<file path="config.mk">
export PLATFORM = sky130hd
export DESIGN_NAME = grc_ctrl
export DESIGN_NICKNAME = d
export VERILOG_FILES = /design/src/rtl/grc_pkg.sv /design/src/rtl/grc_ctrl.sv
export SDC_FILE = /design/constraint.sdc
export NUM_CORES = 1
export LEC_CHECK = 0
export ABC_AREA = 1
export BUFFER_PORTS_ARGS = -buffer_cell sky130_fd_sc_hd__clkbuf_2
export CAP_MARGIN = 30
export CORE_MARGIN = 1.5
export CORE_UTILIZATION = 35
export CTS_CLUSTER_SIZE = 12
export DETAILED_ROUTE_END_ITERATION = 16
export GPL_ROUTABILITY_DRIVEN = 0
export SYNTH_ARGS = -nofsm -noshare
export SYNTH_HDL_FRONTEND = slang
export SYNTH_SLANG_ARGS = --single-unit
</file>
<file path="constraint.sdc">
create_clock -name clk -period 1.9 [get_ports clk]
set_input_delay 0.095 -clock clk [delete_from_list [all_inputs] [get_ports clk]]
set_output_delay 0.095 -clock clk [all_outputs]
set_load 0.03 [all_outputs]
</file>
<file path="src/rtl/grc_pkg.sv">
// grc_pkg: shared types and constants of the grid ray caster
// used by the controller, the datapath and the top level
package grc_pkg;

  localparam int NUM_W  = 32;
  localparam int DEN_W  = 48;
  localparam int ACC_W  = 47;
  localparam int DEL_W  = 41;
  localparam int RAY_W  = 26;
  localparam int CAM_W  = 22;
  localparam int CELL_W = 8;
  localparam int STEP_LIMIT = 32;

  localparam logic [23:0] COLOR_RED   = 24'hFF0000;
  localparam logic [23:0] COLOR_GREEN = 24'h00FF00;
  localparam logic [23:0] COLOR_BLUE  = 24'h0000FF;
  localparam logic [23:0] COLOR_WHITE = 24'hFFFFFF;

  localparam logic [3:0] KIND_RED   = 4'd1;
  localparam logic [3:0] KIND_GREEN = 4'd2;
  localparam logic [3:0] KIND_BLUE  = 4'd3;
  localparam logic [3:0] KIND_WHITE = 4'd4;

  typedef enum logic [3:0] {
    OP_NONE, OP_LOAD, OP_CAM, OP_RAY, OP_DELX, OP_DELY, OP_INIT, OP_STEP, OP_HGT, OP_FIN
  } op_t;

  typedef struct packed {
    op_t op;
  } cmd_t;

  typedef struct packed {
    logic div_done;
    logic walk_done;
  } status_t;

  function automatic logic [23:0] kind_color(input logic [3:0] k);
    logic [23:0] c;
    case (k)
      KIND_RED:   c = COLOR_RED;
      KIND_GREEN: c = COLOR_GREEN;
      KIND_BLUE:  c = COLOR_BLUE;
      KIND_WHITE: c = COLOR_WHITE;
      default:    c = 24'd0;
    endcase
    return c;
  endfunction

endpackage

</file>
<file path="src/rtl/grc_ctrl.sv">
// grc_ctrl: sequencer for one column, issues datapath operations
// depends on grc_pkg
module grc_ctrl import grc_pkg::*; (
  input  logic    clk,
  input  logic    rst,
  input  logic    in_valid,
  output logic    in_ready,
  output logic    out_valid,
  input  logic    out_ready,
  output cmd_t    cmd,
  input  status_t status
);
  typedef enum logic [11:0] {
    S_IDLE  = 12'b000000000001,
    S_CAMI  = 12'b000000000010,
    S_RAY   = 12'b000000000100,
    S_DXI   = 12'b000000001000,
    S_DXW   = 12'b000000010000,
    S_DYI   = 12'b000000100000,
    S_DYW   = 12'b000001000000,
    S_INIT  = 12'b000010000000,
    S_STEP  = 12'b000100000000,
    S_HGTI  = 12'b001000000000,
    S_HGTW  = 12'b010000000000,
    S_FIN   = 12'b100000000000
  } state_t;

  state_t state, state_next;
  logic   fin_ok;

  assign in_ready = state == S_IDLE;
  assign fin_ok   = !out_valid || out_ready;

  always_comb begin
    state_next = state;
    cmd.op     = OP_NONE;
    case (state)
      S_IDLE: if (in_valid) begin cmd.op = OP_LOAD; state_next = S_CAMI; end
      S_CAMI: begin cmd.op = OP_CAM; state_next = S_RAY; end
      S_RAY:  begin cmd.op = OP_RAY; state_next = S_DXI; end
      S_DXI:  begin cmd.op = OP_DELX; state_next = S_DXW; end
      S_DXW:  if (status.div_done) state_next = S_DYI;
      S_DYI:  begin cmd.op = OP_DELY; state_next = S_DYW; end
      S_DYW:  if (status.div_done) state_next = S_INIT;
      S_INIT: begin cmd.op = OP_INIT; state_next = S_STEP; end
      S_STEP: begin
        cmd.op = OP_STEP;
        if (status.walk_done) state_next = S_HGTI;
      end
      S_HGTI: begin cmd.op = OP_HGT; state_next = S_HGTW; end
      S_HGTW: if (status.div_done) state_next = S_FIN;
      S_FIN:  if (fin_ok) begin cmd.op = OP_FIN; state_next = S_IDLE; end
      default: state_next = S_IDLE;
    endcase
  end

  always_ff @(posedge clk) begin
    if (rst) begin
      state     <= S_IDLE;
      out_valid <= 1'b0;
    end else begin
      state <= state_next;
      if (state == S_FIN && fin_ok) out_valid <= 1'b1;
      else if (out_ready)           out_valid <= 1'b0;
    end
  end
endmodule

</file>
==> flow_summary.ini, run 1 <==
[floorplan]
dieArea_um2 = 3020
die_h_um = 55.0
core_um2 = 2520
initial_core_util_pct = 37.5
ioPinCount = 12
die_w_um = 55.0
row_count = 18

[logic_synthesis]
async_reset_ff_share_pct = 0
synth-seq-cells = 13
yosys.area.top_type = dfxtp_1
synth-edff-count = 0
synth_area_um2 = 946
synthTopCellsByCount = inv_1, nand2_1, nor2_1, dfxtp_1, nand3_1
yosysMostFrequentCell = inv_1
synth_warnings = 0
synth_cell_types = 19
ys.flop_type = dfxtp_1
avgSynthCellArea_um2 = 5.95
yosys.area.top_type_share_pct = 27.5
synth.yosys.seq_area_share_pct = 27.5
synth_area_leaders = dfxtp_1, inv_1, nand2_1, nor2_1, nand3_1
synthesis.nets = 165
synth_cells = 159

[critical_path]
cp-endpoint = cmd[0]
max_stage_delay_ns = 0.34
critPathLaunchType = flop
cp-end-kind = primary output
cp.arrival_ns = 1.66
cp_num_cells = 7
path_buf_inv = 1
cp.required_ns = 1.80
cp_top_family = simple AND/OR/NAND/NOR gates
crit_type = flop to primary output
r2r_slack_ns = 0.44
startpoint = state[8]
r2r-end = state[0]
crit_path_top_delay_cell = dfxtp_1
rr_startpoint = state[6]
critPathMaxFanout = 5
r2r_cells = 10
cp_cell_sequence = nor2_1 -> nand2_2 -> nor2_4 -> and2_1 -> nand2_1 -> nand3_1 -> clkbuf_2

[routing]
ant_nets = 0
drc = 0
routed_wl_um = 2120
vias = 931
drt-initial-drc-count = 24
routedWlPerCell_um = 10.4
drt_pre_antenna_iters = 4
vias_per_cell = 4.56

[sta]
maxSlewViolCount = 0
skew_ns = 0.000724
setup_viol = 0
rsz0062_at_grt = no
hold_viol = 0
tns_ns = 0
worst_pin_slew_ns = 0.276
fin_crit_sh_pct = 92.6
max_freq_mhz = 568
max-slew-margin-rel_pct = 81.5
post-route-min-period_ns = 1.76

[power]
peakVddDrop_uv = 655
p_leak_nw = 0.654
p_per_area_nw_per_um2 = 1090

[placement]
hpwl_um = 1740
dp_cells = 200
port_buffers = 11

[cts]
htreeDepth = 1
cts-root-buf = clkbuf_4
clk_pin_slew_ns = 0.08
hold_buffers = 0
cts_made_buffers = 3
cts_num_sinks = 13
worstSkewPairLatency_ns = 0.28
cts_tree = done
cts.path.max_buffers = 2

[grt]
grt_usage_pct = 16.6
grt_max_degree = 9
antenna_found_initial = 0
grt_pass1_vias = 826
grt_pass1_wl_um = 3490
overflow = 0

[outcome]
status = finished clean

[layout]
final_layout_size_suffix_gt1_share_pct = 19.5
instances_no_fill = 204
antenna_cells = 0
seq_area_um2 = 260
fill_cells = 282
syn2layout_area_growth_pct = 13.1
fin_util_pct = 42.4
multi_input_area_um2 = 544
nNetsFinal = 181

[hold_path]
hold_path.class = input pin to flop

[flow_run]
maxCapViolations = 0
[logic make-up (layout without fill, tap and decap cells)]
logic type      Yosys count  count (layout)  synth area share [%]
compound gates            6               6                  3.57
buf+inv                  39              54                  15.5
flops                    13              13                  27.5
simple gates            101             101                  53.4
[cell usage in the layout, fill, tap and decap left out, types with 3 or more instances in the layout]
| master | synthesis | final |
|---|---|---|
| clkbuf_4 | 0 | 3 |
| nor2_2 | 4 | 3 |
| nand2_1 | 37 | 37 |
| inv_1 | 38 | 38 |
| a21oi_1 | 4 | 4 |
| dfxtp_1 | 13 | 13 |
| nand4_1 | 5 | 5 |
| nand3_2 | 3 | 3 |
| nor2_1 | 28 | 28 |
| nand2_2 | 6 | 6 |
| nor2_4 | 2 | 3 |
| nand3_1 | 10 | 10 |
| clkbuf_2 | 0 | 11 |
[metal layers]
metal | vias up | share of wire (%) | track usage [%]
met5 | - | 0 | 0
met2 | 13 | 43 | 26.2
li1 | 506 | - | -
met4 | 0 | 1.4 | 4.88
met1 | 408 | 51 | 21.1
met3 | 4 | 4.3 | 6.18
[state kept, by name, summed over array words and instances, names as in the netlist]
register / flops
out_valid: 1
state: 12
[per-stage QoR]
stage	worst slack, ns	power [W]	instance area (um^2)	hold slack [ns]
after global routing	0.0211	0.00126	1070	0.0755
after floorplan	0.367	0.000848	946	0.157
after CTS	0.0804	0.00116	1060	0.0639
final	0.140	0.00116	1070	0.0712
after detailed placement	0.401	0.000986	1040	0.366
after global placement	0.419	0.000976	1040	0.366
[worst min-delay path by stage]
stage | from | slack, ns | end | depth (start not counted)
final | rst | 0.07 | state[6] | 2
after floorplan | rst | 0.16 | state[6] | 1
after global placement | in_valid | 0.37 | state[1] | 3
after global routing | in_valid | 0.08 | state[1] | 3
after CTS | in_valid | 0.06 | state[1] | 3
after detailed placement | in_valid | 0.37 | state[1] | 3
[final cells by class]
class / instances / area share [%]
clock buffer: 4 / 2.46
inverter: 39 / 13.7
multi-input combinational: 107 / 50.9
sequential: 13 / 24.3
tap: 30 / 3.51
timing repair buffer: 11 / 5.15
[timing repair]
action / 4_1_cts / 5_1_grt
buffers inserted: 0 / 0
gates resized for setup: 0 / 1
endpoints found under the setup margin: 0 / 1
[report_power, final]
group	switching (W)	internal (W)	leakage [nW]	total [W]
logic	0.000457	0.000200	0.534	0.000657
registers	0.0000286	0.000305	0.105	0.000333
clock network	0.0000898	0.0000815	0.0150	0.000171
Power figures use the tool's default switching activity.
==> inputs of run 2 (changes only) <==
--- a/config.mk
+++ b/config.mk
@@ -5,7 +5,6 @@
 export SDC_FILE = /design/constraint.sdc
 export NUM_CORES = 1
 export LEC_CHECK = 0
-export ABC_AREA = 1
 export BUFFER_PORTS_ARGS = -buffer_cell sky130_fd_sc_hd__clkbuf_2
 export CAP_MARGIN = 30
 export CORE_MARGIN = 1.5
==> run 2 against run 1 <==
  * The flow now finishes with violations (negative setup slack)
  * Utilization up 4.6 points
  * Clock-buffer cell count unchanged
  * Sequential share of layout area up 2.6 points
  * Clock power up 7%
  * Largest cell class unchanged
==> flow_summary.ini, run 2 <==
[outcome]
status = complete, but fails checks
violations = negative setup slack

[critical_path]
crit_type = flop to primary output
cp-end-kind = primary output
r2r-end = state[2]
cp.arrival_ns = 1.83
cp_top_family = simple AND/OR/NAND/NOR gates
cp_cell_sequence = nor4_2 -> buf_4 -> nand3_2 -> or3b_4 -> nand4_1 -> clkbuf_8
max_stage_delay_ns = 0.41
rr_startpoint = state[10]
r2r_slack_ns = 0.09
critPathLaunchType = flop
crit_path_top_delay_cell = or3b_4
cp.required_ns = 1.80
cp_num_cells = 6
r2r_cells = 8
critPathMaxFanout = 4
path_buf_inv = 2

[cts]
clk_pin_slew_ns = 0.09
cts-root-buf = clkbuf_4
cts_num_sinks = 13
cts_made_buffers = 3
cts_tree = done
htreeDepth = 1
worstSkewPairLatency_ns = 0.29
cts.path.max_buffers = 2

[sta]
fin_crit_sh_pct = 101
post-route-min-period_ns = 1.92
max_freq_mhz = 520
setup_ws_ns = -0.0230
skew_ns = 0.00518
setup_viol = 1
maxSlewViolCount = 0
rsz0062_at_grt = yes
hold_viol = 0
fin_hold_ws_ns = 0.0708
max-slew-margin-rel_pct = 74.9
worst_pin_slew_ns = 0.371

[logic_synthesis]
synth_cell_types = 35
synthTopCellsByCount = dfxtp_1, nor2_1, a21oi_1, nand2_1
synth-seq-cells = 13
yosys.area.top_type = dfxtp_1
synth.yosys.seq_area_share_pct = 32.0
synth-edff-count = 0
synth_cells = 96
synth_warnings = 0
avgSynthCellArea_um2 = 8.47
synth_area_leaders = dfxtp_1, o31ai_1, nor2_1, a21oi_1, nand3_1
async_reset_ff_share_pct = 0
synthesis.nets = 102
synth_area_um2 = 813
yosys.area.top_type_share_pct = 32.0
ys.flop_type = dfxtp_1
yosysMostFrequentCell = dfxtp_1

[layout]
syn2layout_area_growth_pct = 27.8
regMostFlops = state
fill_cells = 225
seq_area_um2 = 280
final_cell_mix = buf_4, nor2_1, clkbuf_2
nNetsFinal = 126
layout_commonest_cell = buf_4
final_layout_size_suffix_gt1_share_pct = 40.3
multi_input_area_um2 = 531
largest_reg_flops = 12
antenna_cells = 0
top_regs = state x12, out_valid x1
fin_util_pct = 47.0

[floorplan]
dieArea_um2 = 2620
ioPinCount = 12
die_w_um = 51.2
initial_core_util_pct = 36.8
core_um2 = 2210
die_h_um = 51.2
row_count = 17

[hold_path]
hp-start = rst
hold_path.class = input pin to flop
whs_endpoint = state[10]
whs_path_depth = 2

[grt]
grt_max_degree = 9
grt_usage_pct = 17.1
grt_pass1_vias = 766
antenna_found_initial = 0
overflow = 0
grt_pass1_wl_um = 3300

[power]
pwr-share-clk_pct = 26.8
seq_power_share_pct = 42.5
p_leak_nw = 0.417
p_int_w = 0.000451
pwr-share-comb_pct = 30.8
p_sw_share_pct = 34.0
switchingPower_w = 0.000232
p_per_area_nw_per_um2 = 657
peakVddDrop_uv = 429

[routing]
drt_pre_antenna_iters = 4
vias_per_cell = 5.80
routed_wl_um = 2130
drc = 0
drt-initial-drc-count = 24
vias = 853
routedWlPerCell_um = 14.5
ant_nets = 0

[placement]
port_buffers = 11
hpwl_um = 1470

[flow_run]
maxCapViolations = 0
## run 2: cell types whose count changed in the layout (fill, tap and decap cells not counted), sizes merged, moves of 4 or more
cell	before	now
nand3	14	6
o31ai	0	6
inv	39	1
buf	0	14
nor2	35	10
nor4	0	4
nand2	44	7
## run 2: final cells by class
cell class | count | share of cell area [%]
inverter | 1 | 0.361
tap | 28 | 3.37
timing repair buffer | 24 | 15.8
multi-input combinational | 77 | 51.0
clock buffer | 4 | 2.53
sequential | 13 | 27.0
## run 2: worst register-to-register path, delay by kind of cell (launching register included)
family          cells  cell delay, ns
compound gates      1            0.07
buf+inv             3            0.43
flops               1            0.40
simple gates        4            0.82
## run 2: how the worst max path moves through the flow
| stage | start | to | slack (ns) |
|---|---|---|---|
| finish | state[11] | cmd[0] | -0.02 |
| global route | state[5] | cmd[0] | -0.08 |
| CTS | state[11] | cmd[0] | -0.03 |
| detailed placement | state[8] | state[2] | 0.05 |
| global placement | state[10] | state[2] | 0.04 |
| floorplan | state[8] | cmd[1] | 0.01 |
## run 2: cells by family after synthesis
group | Yosys count | synth area share, %
AO/OA/AOI/OAI | 19 | 15.4
XOR/XNOR | 3 | 3.23
AND/OR/NAND/NOR | 55 | 44.5
buffers and inverters | 6 | 4.92
flip-flops | 13 | 32.0
## run 2: power by group through the flow
stage	combinational (W)	sequential, W	clock (W)
2_1_floorplan	0.000129	0.000299	0
3_3_place_gp	0.000185	0.000301	0
3_5_place_dp	0.000185	0.000301	0
4_1_cts	0.000197	0.000293	0.000184
5_1_grt	0.000226	0.000292	0.000198
6_report	0.000210	0.000290	0.000183
## run 2: layer usage
| metal | track usage [%] | wire, um |
|---|---|---|
| met5 | 0 | 0 |
| met4 | 10.8 | 75 |
| met3 | 2.05 | 83 |
| met2 | 30.7 | 1070 |
| met1 | 18.9 | 900 |
## run 2: stage by stage
step	total power, W	TNS (ns)	worst slack [ns]	cells	cell area [um^2]
2_1_floorplan	0.000428	0	0.0129	96	813
3_3_place_gp	0.000485	0	0.0450	136	912
3_5_place_dp	0.000486	0	0.0465	136	912
4_1_cts	0.000674	-0.0306	-0.0306	145	1000
5_1_grt	0.000716	-0.188	-0.0817	147	1040
6_report	0.000683	-0.0230	-0.0230	147	1040
## run 2: repair_timing
action | 4_1_cts | 5_1_grt
hold buffers | 0 | 0
hold endpoints to repair | 0 | 0
pin swaps | 2 | 5
resized for setup | 11 | 10
setup endpoints to repair | 2 | 10
buffers inserted | 5 | 2
